===== src/hdl/carpid_pkg.sv =====
`timescale 1ns / 1ps

package carpid_pkg;

   localparam int GAIN_BITS_DEF = 20;
   localparam int NUM_AXES_DEF  = 3;
   localparam int GAIN_SLOT     = 20;
   localparam int FRAC_BITS     = 12;
   localparam int PROD_W        = 48;
   localparam int CNT_W         = 5;

   localparam int CSR_W         = 60;
   localparam int CSR_IDX_W     = 3;

   localparam logic [CSR_IDX_W-1:0] REG_ROLL_GAINS   = 3'd0;
   localparam logic [CSR_IDX_W-1:0] REG_PITCH_GAINS  = 3'd1;
   localparam logic [CSR_IDX_W-1:0] REG_YAW_GAINS    = 3'd2;
   localparam logic [CSR_IDX_W-1:0] REG_RATE_LIMITS  = 3'd3;
   localparam logic [CSR_IDX_W-1:0] REG_ANGLE_LIMITS = 3'd4;
   localparam logic [CSR_IDX_W-1:0] REG_INT_LIMIT    = 3'd5;
   localparam logic [CSR_IDX_W-1:0] REG_ANGLE_GAIN   = 3'd6;
   localparam logic [CSR_IDX_W-1:0] REG_DTERM_ALPHA  = 3'd7;

   localparam logic [1:0] AXIS_ROLL  = 2'd0;
   localparam logic [1:0] AXIS_PITCH = 2'd1;
   localparam logic [1:0] AXIS_YAW   = 2'd2;

   typedef enum logic [2:0] {
      ST_IDLE = 3'b001,
      ST_MUL  = 3'b010,
      ST_POST = 3'b100
   } state_type;

   typedef enum logic [6:0] {
      PH_SP1  = 7'b0000001,
      PH_SP2  = 7'b0000010,
      PH_P    = 7'b0000100,
      PH_I    = 7'b0001000,
      PH_D    = 7'b0010000,
      PH_F    = 7'b0100000,
      PH_ZERO = 7'b1000000
   } phase_type;

endpackage


===== src/hdl/cascaded_attitude_rate_pid_core.sv =====
`timescale 1ns / 1ps
// one request at a time, set by the shared bit-serial multiplier that takes one
//   multiplier bit per cycle; angle mode runs an extra multiply pass, an axis code of 3
//   skips the multiplier, and a stalled earlier result holds the output register
// throughput: the next request is taken once the result is in the output register
// reset: synchronous active high, clears control, config to defaults and all axis state
module cascaded_attitude_rate_pid_core
   import carpid_pkg::*;
#(
   parameter int GAIN_BITS = GAIN_BITS_DEF,
   parameter int NUM_AXES  = NUM_AXES_DEF
) (
   input  logic                 clock,
   input  logic                 reset,
   // config write port
   input  logic                 csr_write_enable,
   input  logic [CSR_IDX_W-1:0] csr_index,
   input  logic [CSR_W-1:0]     csr_data,
   // request channel
   input  logic                 req_valid,
   output logic                 req_stall,
   input  logic [1:0]           req_axis,
   input  logic                 req_angle_mode,
   input  logic                 req_throttle_zero,
   input  logic signed [15:0]   req_stick_position,
   input  logic signed [15:0]   req_gyro_rate,
   input  logic signed [15:0]   req_attitude_angle,
   // result channel
   output logic                 rsp_valid,
   input  logic                 rsp_stall,
   output logic [1:0]           rsp_axis_out,
   output logic signed [17:0]   rsp_control_sum,
   output logic signed [17:0]   rsp_p_term,
   output logic signed [15:0]   rsp_i_term,
   output logic signed [17:0]   rsp_d_term,
   output logic signed [17:0]   rsp_rate_target
);

   // multiplier operand width covers gains and 16-bit limits / alpha
   localparam int MUL_W = (GAIN_BITS > 16) ? GAIN_BITS : 16;
   localparam int AX_W  = $clog2(NUM_AXES);

   // saturation bounds in product width
   localparam logic signed [PROD_W-1:0] MAX18 = PROD_W'(131071);
   localparam logic signed [PROD_W-1:0] MIN18 = -PROD_W'(131072);
   localparam logic signed [PROD_W-1:0] MAX24 = PROD_W'(8388607);
   localparam logic signed [PROD_W-1:0] MIN24 = -PROD_W'(8388608);

   function automatic logic signed [17:0] sat18(input logic signed [PROD_W-1:0] v);
      logic signed [PROD_W-1:0] r;
      begin
         r = v;
         if (v > MAX18) r = MAX18;
         if (v < MIN18) r = MIN18;
         sat18 = r[17:0];
      end
   endfunction

   function automatic logic signed [23:0] sat24(input logic signed [PROD_W-1:0] v);
      logic signed [PROD_W-1:0] r;
      begin
         r = v;
         if (v > MAX24) r = MAX24;
         if (v < MIN24) r = MIN24;
         sat24 = r[23:0];
      end
   endfunction

   // configuration registers
   logic [CSR_W-1:0] gains_ff [NUM_AXES];
   logic [47:0]      rate_limits_ff;
   logic [15:0]      angle_limits_ff;
   logic [14:0]      int_limit_ff;
   logic [7:0]       angle_gain_ff;
   logic [15:0]      alpha_ff;

   // per-axis controller state
   logic signed [31:0] istore_ff [NUM_AXES];
   logic signed [17:0] prev_ff   [NUM_AXES];
   logic signed [23:0] filt_ff   [NUM_AXES];

   // sequencer and working registers
   state_type          state_ff;
   phase_type          phase_ff;
   logic [1:0]         axis_ff;
   logic               angle_ff;
   logic signed [15:0] gyro_ff;
   logic signed [15:0] att_ff;
   logic signed [17:0] sp_ff;
   logic signed [17:0] err_ff;
   logic signed [17:0] p_ff;
   logic signed [15:0] i_ff;

   // bit-serial multiplier: multiplier bits shift out lsb first
   logic signed [PROD_W-1:0] mcand_ff;
   logic [MUL_W-1:0]         mult_ff;
   logic [CNT_W-1:0]         cnt_ff;
   logic signed [PROD_W-1:0] prod_ff;

   logic rsp_valid_ff;

   logic                     req_accept;
   logic                     out_free;
   logic                     result_done;
   logic [AX_W-1:0]          ax;
   logic [CSR_W-1:0]         gain_sel;
   logic [MUL_W-1:0]         kp_w, ki_w, kd_w;
   logic [15:0]              rlim_in;
   logic [7:0]               alim_in;
   logic                     angle_in;
   logic signed [PROD_W-1:0] diff_in;
   logic signed [17:0]       sp_in;
   logic signed [17:0]       err_in;
   logic signed [17:0]       p_in;
   logic signed [PROD_W-1:0] lim_in;
   logic signed [PROD_W-1:0] iacc_in;
   logic signed [PROD_W-1:0] ediff_in;
   logic signed [23:0]       raw_in;
   logic signed [PROD_W-1:0] fdiff_in;
   logic signed [23:0]       filt_in;
   logic signed [17:0]       d_in;
   logic signed [17:0]       sum_in;

   assign req_stall  = (state_ff != ST_IDLE);
   assign req_accept = req_valid && !req_stall;
   assign out_free   = !rsp_valid_ff || !rsp_stall;
   assign rsp_valid  = rsp_valid_ff;
   // a new result enters the output register this cycle
   assign result_done = (state_ff == ST_POST) && out_free &&
                        (phase_ff == PH_F || phase_ff == PH_ZERO);

   // axis code 3 never reaches the state arrays; keep the index in range anyway
   assign ax = (axis_ff == AXIS_ROLL) ? AX_W'(0) :
               (axis_ff == AXIS_PITCH) ? AX_W'(1) : AX_W'(2);

   assign gain_sel = gains_ff[ax];
   assign kp_w = MUL_W'(gain_sel[GAIN_BITS-1:0]);
   assign ki_w = MUL_W'(gain_sel[GAIN_SLOT +: GAIN_BITS]);
   assign kd_w = MUL_W'(gain_sel[2*GAIN_SLOT +: GAIN_BITS]);

   // setpoint operands picked at request time
   always_comb begin
      case (req_axis)
         AXIS_ROLL:  rlim_in = rate_limits_ff[15:0];
         AXIS_PITCH: rlim_in = rate_limits_ff[31:16];
         default:    rlim_in = rate_limits_ff[47:32];
      endcase
      alim_in  = (req_axis == AXIS_ROLL) ? angle_limits_ff[7:0] : angle_limits_ff[15:8];
      // yaw always flies in rate mode
      angle_in = req_angle_mode && (req_axis == AXIS_ROLL || req_axis == AXIS_PITCH);
   end

   // post-multiply arithmetic for each phase
   always_comb begin
      diff_in = (prod_ff >>> 9) - PROD_W'(att_ff);
      if (phase_ff == PH_SP2) sp_in = sat18(prod_ff >>> 2);
      else                    sp_in = 18'(prod_ff >>> 15);
      err_in   = sat18(PROD_W'(sp_in) - PROD_W'(gyro_ff));
      p_in     = sat18(prod_ff >>> FRAC_BITS);
      lim_in   = PROD_W'({int_limit_ff, {FRAC_BITS{1'b0}}});
      iacc_in  = PROD_W'(istore_ff[ax]) + prod_ff;
      if (iacc_in > lim_in)  iacc_in = lim_in;
      if (iacc_in < -lim_in) iacc_in = -lim_in;
      ediff_in = PROD_W'(err_ff) - PROD_W'(prev_ff[ax]);
      raw_in   = sat24(prod_ff >>> FRAC_BITS);
      fdiff_in = PROD_W'(raw_in) - PROD_W'(filt_ff[ax]);
      // pt1 update stays between old value and raw value, so 24 bits hold it
      filt_in  = filt_ff[ax] + 24'(prod_ff >>> 16);
      d_in     = sat18(PROD_W'(filt_in));
      sum_in   = sat18(PROD_W'(p_ff) + PROD_W'(i_ff) + PROD_W'(d_in));
   end

   // configuration writes
   always_ff @(posedge clock) begin
      if (reset) begin
         for (int k = 0; k < NUM_AXES; k++) gains_ff[k] <= '0;
         rate_limits_ff  <= '0;
         angle_limits_ff <= 16'd7710;
         int_limit_ff    <= 15'd3277;
         angle_gain_ff   <= 8'd5;
         alpha_ff        <= '0;
      end else if (csr_write_enable) begin
         unique case (csr_index)
            REG_ROLL_GAINS:   gains_ff[0]     <= csr_data;
            REG_PITCH_GAINS:  gains_ff[1]     <= csr_data;
            REG_YAW_GAINS:    gains_ff[2]     <= csr_data;
            REG_RATE_LIMITS:  rate_limits_ff  <= csr_data[47:0];
            REG_ANGLE_LIMITS: angle_limits_ff <= csr_data[15:0];
            REG_INT_LIMIT:    int_limit_ff    <= csr_data[14:0];
            REG_ANGLE_GAIN:   angle_gain_ff   <= csr_data[7:0];
            REG_DTERM_ALPHA:  alpha_ff        <= csr_data[15:0];
            default: ;
         endcase
      end
   end

   // sequencer, multiplier and axis state
   always_ff @(posedge clock) begin
      if (reset) begin
         state_ff     <= ST_IDLE;
         phase_ff     <= PH_ZERO;
         rsp_valid_ff <= 1'b0;
         for (int k = 0; k < NUM_AXES; k++) begin
            istore_ff[k] <= '0;
            prev_ff[k]   <= '0;
            filt_ff[k]   <= '0;
         end
      end else begin
         if (rsp_valid_ff && !rsp_stall && !result_done) rsp_valid_ff <= 1'b0;

         unique case (state_ff)
            ST_IDLE: begin
               if (req_accept) begin
                  if (req_throttle_zero)
                     for (int k = 0; k < NUM_AXES; k++) istore_ff[k] <= '0;
                  axis_ff  <= req_axis;
                  angle_ff <= angle_in;
                  gyro_ff  <= req_gyro_rate;
                  att_ff   <= req_attitude_angle;
                  prod_ff  <= '0;
                  mcand_ff <= PROD_W'(req_stick_position);
                  if (angle_in) begin
                     mult_ff <= MUL_W'(alim_in);
                     cnt_ff  <= CNT_W'(8);
                  end else begin
                     mult_ff <= MUL_W'(rlim_in);
                     cnt_ff  <= CNT_W'(16);
                  end
                  if (req_axis == AXIS_ROLL || req_axis == AXIS_PITCH ||
                      req_axis == AXIS_YAW) begin
                     phase_ff <= PH_SP1;
                     state_ff <= ST_MUL;
                  end else begin
                     phase_ff <= PH_ZERO;
                     state_ff <= ST_POST;
                  end
               end
            end

            ST_MUL: begin
               if (mult_ff[0]) prod_ff <= prod_ff + mcand_ff;
               mcand_ff <= mcand_ff <<< 1;
               mult_ff  <= mult_ff >> 1;
               cnt_ff   <= cnt_ff - CNT_W'(1);
               if (cnt_ff == CNT_W'(1)) state_ff <= ST_POST;
            end

            ST_POST: begin
               case (phase_ff)
                  PH_SP1, PH_SP2: begin
                     prod_ff <= '0;
                     if (phase_ff == PH_SP1 && angle_ff) begin
                        // angle error scaled into a rate request
                        mcand_ff <= diff_in;
                        mult_ff  <= MUL_W'(angle_gain_ff);
                        cnt_ff   <= CNT_W'(8);
                        phase_ff <= PH_SP2;
                     end else begin
                        sp_ff    <= sp_in;
                        err_ff   <= err_in;
                        mcand_ff <= PROD_W'(err_in);
                        mult_ff  <= kp_w;
                        cnt_ff   <= CNT_W'(GAIN_BITS);
                        phase_ff <= PH_P;
                     end
                     state_ff <= ST_MUL;
                  end
                  PH_P: begin
                     p_ff     <= p_in;
                     prod_ff  <= '0;
                     mcand_ff <= PROD_W'(err_ff);
                     mult_ff  <= ki_w;
                     cnt_ff   <= CNT_W'(GAIN_BITS);
                     phase_ff <= PH_I;
                     state_ff <= ST_MUL;
                  end
                  PH_I: begin
                     istore_ff[ax] <= 32'(iacc_in);
                     i_ff          <= 16'(iacc_in >>> FRAC_BITS);
                     prod_ff       <= '0;
                     mcand_ff      <= ediff_in;
                     mult_ff       <= kd_w;
                     cnt_ff        <= CNT_W'(GAIN_BITS);
                     phase_ff      <= PH_D;
                     state_ff      <= ST_MUL;
                  end
                  PH_D: begin
                     prod_ff  <= '0;
                     mcand_ff <= fdiff_in;
                     mult_ff  <= MUL_W'(alpha_ff);
                     cnt_ff   <= CNT_W'(16);
                     phase_ff <= PH_F;
                     state_ff <= ST_MUL;
                  end
                  PH_F: begin
                     // commit only once the output register can take the result
                     if (out_free) begin
                        filt_ff[ax]       <= filt_in;
                        prev_ff[ax]       <= err_ff;
                        rsp_valid_ff      <= 1'b1;
                        rsp_axis_out      <= axis_ff;
                        rsp_control_sum   <= sum_in;
                        rsp_p_term        <= p_ff;
                        rsp_i_term        <= i_ff;
                        rsp_d_term        <= d_in;
                        rsp_rate_target   <= sp_ff;
                        state_ff          <= ST_IDLE;
                     end
                  end
                  default: begin
                     // invalid axis: zero result, no state touched
                     if (out_free) begin
                        rsp_valid_ff      <= 1'b1;
                        rsp_axis_out      <= axis_ff;
                        rsp_control_sum   <= '0;
                        rsp_p_term        <= '0;
                        rsp_i_term        <= '0;
                        rsp_d_term        <= '0;
                        rsp_rate_target   <= '0;
                        state_ff          <= ST_IDLE;
                     end
                  end
               endcase
            end

            default: state_ff <= ST_IDLE;
         endcase
      end
   end

endmodule


===== config.mk =====
export PLATFORM = sky130hd
export DESIGN_NAME = cascaded_attitude_rate_pid_core
export DESIGN_NICKNAME = d
export VERILOG_FILES = /design/src/hdl/carpid_pkg.sv /design/src/hdl/cascaded_attitude_rate_pid_core.sv
export SDC_FILE = /design/constraint.sdc
export NUM_CORES = 2
export LEC_CHECK = 0
export BUFFER_PORTS_ARGS = -buffer_cell sky130_fd_sc_hd__buf_2
export CORE_ASPECT_RATIO = 0.5
export CORE_MARGIN = 2
export CORE_UTILIZATION = 55
export CTS_BUF_LIST = sky130_fd_sc_hd__clkbuf_2
export CTS_CLUSTER_DIAMETER = 50
export DETAILED_ROUTE_END_ITERATION = 16
export PLACE_DENSITY_LB_ADDON = 0.25
export SKIP_LAST_GASP = 1
export SLEW_MARGIN = 30
export SYNTH_ARGS = -nofsm -noshare
export SYNTH_HDL_FRONTEND = slang
export SYNTH_SLANG_ARGS = --single-unit

===== constraint.sdc =====
create_clock -name clock -period 11.8 [get_ports clock]
set_input_delay 3.54 -clock clock [delete_from_list [all_inputs] [get_ports clock]]
set_output_delay 3.54 -clock clock [all_outputs]
set_load 0.05 [all_outputs]

# Word level (Yosys, flattened, before mapping)
# Memories as Yosys holds them, arrays and structs flattened.
# Index checks and enable logic that the tools add are counted.
word_totals:
  ff_bits: 430
  ram_bits: 402
  mem_count: 4
mem_list:
  columns: ["memory", "depth", "word_bits", "rd", "rd_clocked_by_memory_dff", "wr", "line", "text"]
  rows:
  - ["gains_ff", 3, 60, 1, 0, 3, "cascaded_attitude_rate_pid_core.sv:70", "logic [CSR_W-1:0] gains_ff [NUM_AXES];"]
  - ["istore_ff", 3, 32, 1, 0, 3, "cascaded_attitude_rate_pid_core.sv:78", "logic signed [31:0] istore_ff [NUM_AXES];"]
  - ["filt_ff", 3, 24, 1, 0, 3, "cascaded_attitude_rate_pid_core.sv:80", "logic signed [23:0] filt_ff [NUM_AXES];"]
  - ["prev_ff", 3, 18, 1, 0, 3, "cascaded_attitude_rate_pid_core.sv:79", "logic signed [17:0] prev_ff [NUM_AXES];"]
op_classes:
  n_lt_le_gt_ge: 14
  addsub: 11
  muxes: 106
  bitwise: 9
  eq_ne: 29
  n_reduce_logical: 41
op_table:
  columns: ["operator", "count"]
  rows:
  - ["18-bit 2-to-1 mux", 16]
  - ["48-bit 2-to-1 mux", 6]
  - ["48-bit case mux with 3 select lines", 2]
  - ["48-bit case mux with 4 select lines", 1]
  - ["60-bit 2-to-1 mux", 3]
  - ["32-bit 2-to-1 mux", 5]
  - ["18-bit case mux with 2 select lines", 4]
  - ["20-bit case mux with 4 select lines", 1]
  - ["24-bit 2-to-1 mux", 3]
  - ["16-bit case mux with 2 select lines", 2]
  - ["20-bit case mux with 3 select lines", 1]
  - ["32-bit by 48-bit adder with 48-bit output", 1]
  - ["48-bit adder", 1]
  - ["48-bit by 28-bit > comparator with 1-bit output", 1]
  - ["48-bit < comparator", 1]
  - ["16-bit 2-to-1 mux", 3]
  - ["27-bit negator with 48-bit output", 1]
  - ["46-bit by 18-bit > comparator with 1-bit output, second input constant", 1]
  - ["46-bit by 18-bit < comparator with 1-bit output, second input constant", 1]
  - ["20-bit 2-to-1 mux", 2]
  - ["39-bit by 16-bit subtractor with 40-bit output", 1]
  - ["36-bit by 18-bit > comparator with 1-bit output, second input constant", 1]
  - ["36-bit by 24-bit > comparator with 1-bit output, second input constant", 1]
  - ["36-bit by 18-bit < comparator with 1-bit output, second input constant", 1]
  - ["other kinds (60)", 150]

# Logic depth before layout (Yosys ltp)
# An unclocked memory read counts as a cell.
depth:
  word_depth: 14
  mapped_depth: 48

# Worst setup path before layout
# Ideal clock, no wire load.
synth_path:
  path_kind: "register to register"
  from: "register axis_ff[0]"
  to: "memory istore_ff[0][24] (data pin)"
  t_arrival_ps: 9783
  period_less_slack_ps: 10053
  setup_ps: 270
  path_slack_ps: 1747
  required_time_ps: 11530
  path_stages_with_launch: 46
  n_path_buf: 8
  cell_sequence: "edfxtp_1 > clkbuf_1 > clkbuf_1 > buf_1 > clkbuf_1 > mux2i_1 > o21ai_0 > ha_1 > inv_1 > fa_1 > nand2b_1 > a21o_1 > a21o_1 > a211oi_2 > a21oi_1 > o21ai_0 > a21oi_1 > xnor2_1 > [... 10 more ...] > clkbuf_1 > buf_1 > nor2_1 > a21oi_1 > ha_1 > nand4_1 > a2111oi_0 > a221oi_1 > o21ai_0 > nor2_1 > a211o_1 > a31oi_1 > or2_2 > clkbuf_1 > clkbuf_1 > nor2_1 > a31oi_1 > a21oi_1"
synth_rtl:
  columns: ["element", "line", "text"]
  rows:
  - ["from (decl)", "cascaded_attitude_rate_pid_core.sv:85", "logic [1:0] axis_ff;"]
  - ["from (signal assigned)", "cascaded_attitude_rate_pid_core.sv:216", "axis_ff <= req_axis;"]
  - ["to (decl)", "cascaded_attitude_rate_pid_core.sv:78", null]

==> reports/results.txt <==
Largest clock skew in the final design: 0.1076 ns. For this run, the leading register cell type out of synthesis is sky130_fd_sc_hd__edfxtp_1. The number of setup buffers added after CTS is 0. The starting density of the core came out at 0.5592. The pre-CTS setup slack is 1.458 ns.

Summed over all cells, the static leakage comes to 21.93 nW. The tool flagged a number of max-cap violations equal to 0. The final global-route overflow total was 0. The clock transition at the registers of the reported paths was 0.11 ns. The placed instances occupy a cell area of 52230 um^2. The sequential fraction of the synthesis area is 0.4795, and the total count of hold-check failures in the final report is 0.

The flow ran to the end, and the final reports show no timing, DRC or antenna violations. The remaining design rule violation count is 0. The critical path in this run is classified as flop to flop. TritonCTS built the clock tree. The type of the worst min-delay path is flop to flop.

After detailed routing, the number of vias per cell comes to 6.332. After layout, the worst setup slack is 1.224 ns. The number of CTS-inserted buffers is 182, and the post-route cell area is 54000 um^2.

Once detailed placement completed, the half-perimeter wirelength came to 117.1 mm. The slowest stage of the critical path belongs to the cell sky130_fd_sc_hd__a2111oi_0. STA puts the critical path data required time at 13.11 ns. The die is 429.2 um wide.

Across all register-to-register paths, the minimum setup slack is 1.22 ns. For the pin with the worst max-slew slack, the measured transition is 1.104 ns. After the last flow step, the layout net total stands at 5695.

The run gives 11 as the number of antenna violations at the first check in global routing. The run gives 0 as the yosys synthesis warning count. In this run the deepest clock path goes through 3 buffers.

Leaving out fill and tap cells, the most frequent cell in the layout is sky130_fd_sc_hd__edfxtp_1. Input and output buffers added on the ports amount to 211. The share of layout cells above drive strength 1 is 0.1307. The final number of max-transition violations was 0; the overall routed net length was 162.8 mm. The number of buffers inserted for hold repair after clock tree synthesis was 0; the worst-skew pair later-pin latency was 1.62 ns. The logs give 10.47 mW for the sum of internal, switching and leakage power and 832 for the clock net sink count.

The count of flip-flops with a built-in enable after synthesis works out to 718. The worst setup path is captured at a flop. For the upper clock frequency limit, the log shows 94.56 MHz. In this run the number of H-tree levels came out at 4. The floorplan has 77 rows. The worst path in the final design needs a cycle of 10.58 ns, including I/O delays and setup.

The pin count of the biggest net entering global routing is 147. The number of storage elements in the synthesis netlist was 832. The first global-routing pass estimated 242.5 mm of wire. Leaving out fill and tap cells, the most frequent cells in the layout are sky130_fd_sc_hd__edfxtp_1 (718), sky130_fd_sc_hd__nand2_1 (513), sky130_fd_sc_hd__a21oi_1 (473). The maximum fanout count along the critical path was 29; the layout-stage area growth over the synthesis result was 8.598%. Post-synth net total: 5459. After detailed routing, the average wire length per cell comes to 24.69 um.

The global routing usage summed across all routing layers is 0.3457, and the overall die area is 92980 um^2. For the sum of negative setup slack, the log shows 0 ns. Via count of the first global-routing pass: 39209. STA classifies the critical path startpoint as a flop. For this design the top-level I/O count stands at 212. For the number of gates resized after CTS, the log shows 0. For this block, the initial DRC count from the detailed router was 5233. Power spread over the standard cell area amounts to 193.9 nW/um^2.

The run gives 6 as the number of detailed-route iterations in the first pass. The most numerous cell type found on the critical path is sky130_fd_sc_hd__o21ai_0. The post-synthesis async set-or-reset flop share was 0; the worst slew slack as a fraction of its limit was 0.2641.

Setup repair after global routing left no endpoint under its margin. Once detail routing completed, the nets flagged for antenna violations numbered 0. Hold is met by 0.4637 ns. The logs give 90 for the number of different library cells in the post-synthesis netlist and 49730 um^2 for the summed instance area of the synthesized netlist.

After synthesis, the mean cell area works out to 9.902 um^2. Detailed routing inserted a total of 41758 vias. For the worst setup path, the data arrival time is 11.88 ns. The tree is rooted in a sky130_fd_sc_hd__clkbuf_2. The core region is 88920 um^2. The run gives 0.1235 mV as the highest ir drop seen on vdd. The congestion estimate from routability-driven global placement came to 1.020. The period utilization works out to 0.8963. The synthesized netlist cell count was 5022.

The highest cell delay on the worst timing path is 0.71 ns. For the number of failing setup endpoints in the final timing report, the log shows 0. The floorplan step set the die height to 216.6 um.
[metrics by stage]
stage | utilization | cells
floorplan | - | 5022
detailed placement | 0.5874 | 6259
global route | 0.6072 | 6591
CTS | 0.6069 | 6587
global placement | 0.5869 | 6258
finish | 0.6073 | 6595
[kinds of logic (layout without fill, tap and decap cells)]
family          after synthesis  after routing  share of synthesized area
compound gates             1414           1414                     0.1778
other cells                   0              8                          0
mux                         169            169                    0.03445
xor+xnor                    188            188                    0.03311
simple gates               1651           1651                     0.1570
flops                       832            832                     0.4795
buf+inv                     450            830                    0.03422
fa+ha+maj                   318            318                    0.08389
[registers in the layout, indices dropped and copies added (netlist names), 18 cells and up]
register	flops
rate_limits_ff	48
prev_ff	54
rsp_p_term	18
filt_ff	72
prod_ff	48
rsp_control_sum	18
err_ff	18
sp_ff	18
mcand_ff	48
rsp_d_term	18
p_ff	18
gains_ff	180
rsp_rate_target	18
mult_ff	20
istore_ff	96
[Yosys cell counts, types with 96 or more instances]
master	n	area (um^2)
sky130_fd_sc_hd__a21o_1	118	885.9
sky130_fd_sc_hd__a21oi_1	474	2372
sky130_fd_sc_hd__and2_1	144	900.9
sky130_fd_sc_hd__clkbuf_1	219	822.0
sky130_fd_sc_hd__dfxtp_1	114	2282
sky130_fd_sc_hd__edfxtp_1	718	21560
sky130_fd_sc_hd__ha_1	291	3641
sky130_fd_sc_hd__inv_1	193	724.4
sky130_fd_sc_hd__mux2i_1	152	1521
sky130_fd_sc_hd__nand2_1	518	1944
sky130_fd_sc_hd__nand3_1	96	480.5
sky130_fd_sc_hd__nor2_1	427	1603
sky130_fd_sc_hd__nor3_1	126	630.6
sky130_fd_sc_hd__o21ai_0	321	1607
sky130_fd_sc_hd__xnor2_1	116	1016
[cell type report]
type | count | area [um^2]
sequential | 832 | 23840
fill | 7600 | 34920
clock buffer | 281 | 1406
tap | 1185 | 1483
timing repair buffer | 305 | 1817
multi-input combinational | 3740 | 24370
antenna | 8 | 20.02
inverter | 197 | 739.5
clock inverter | 47 | 324.1
[routing by layer]
metal / wire length (um) / global-route usage / vias to the layer above
met3: 19140 / 0.08655 / 326
met2: 68620 / 0.4989 / 2217
li1: - / - / 19092
met5: 0 / 0 / -
met4: 5480 / 0.1306 / 0
met1: 69560 / 0.5006 / 20123
[final timing paths]
check                      end  cells past startpoint              start
min          rate_limits_ff[6]                      2  rate_limits_ff[6]
min reg2reg  rate_limits_ff[6]                      2  rate_limits_ff[6]
max reg2reg   istore_ff[1][22]                     36         axis_ff[0]
max           istore_ff[1][22]                     36         axis_ff[0]
[critical path, delay by kind of cell (launching register included)]
kind            cells  cell delay, ns
mux                 1            0.14
xor+xnor            1            0.19
simple gates       10            2.52
compound gates     19            5.51
fa+ha+maj           3            1.09
flops               1            0.50
buf+inv             2            0.37
[report_power, final]
part           leakage, nW  switching (mW)  internal (mW)
clock                 1.33            1.22          0.711
combinational         12.7            3.19           1.63
sequential            7.90           0.207           3.52
total                 21.9            4.61           5.86
Note: power is estimated with default switching activity, not from simulation.
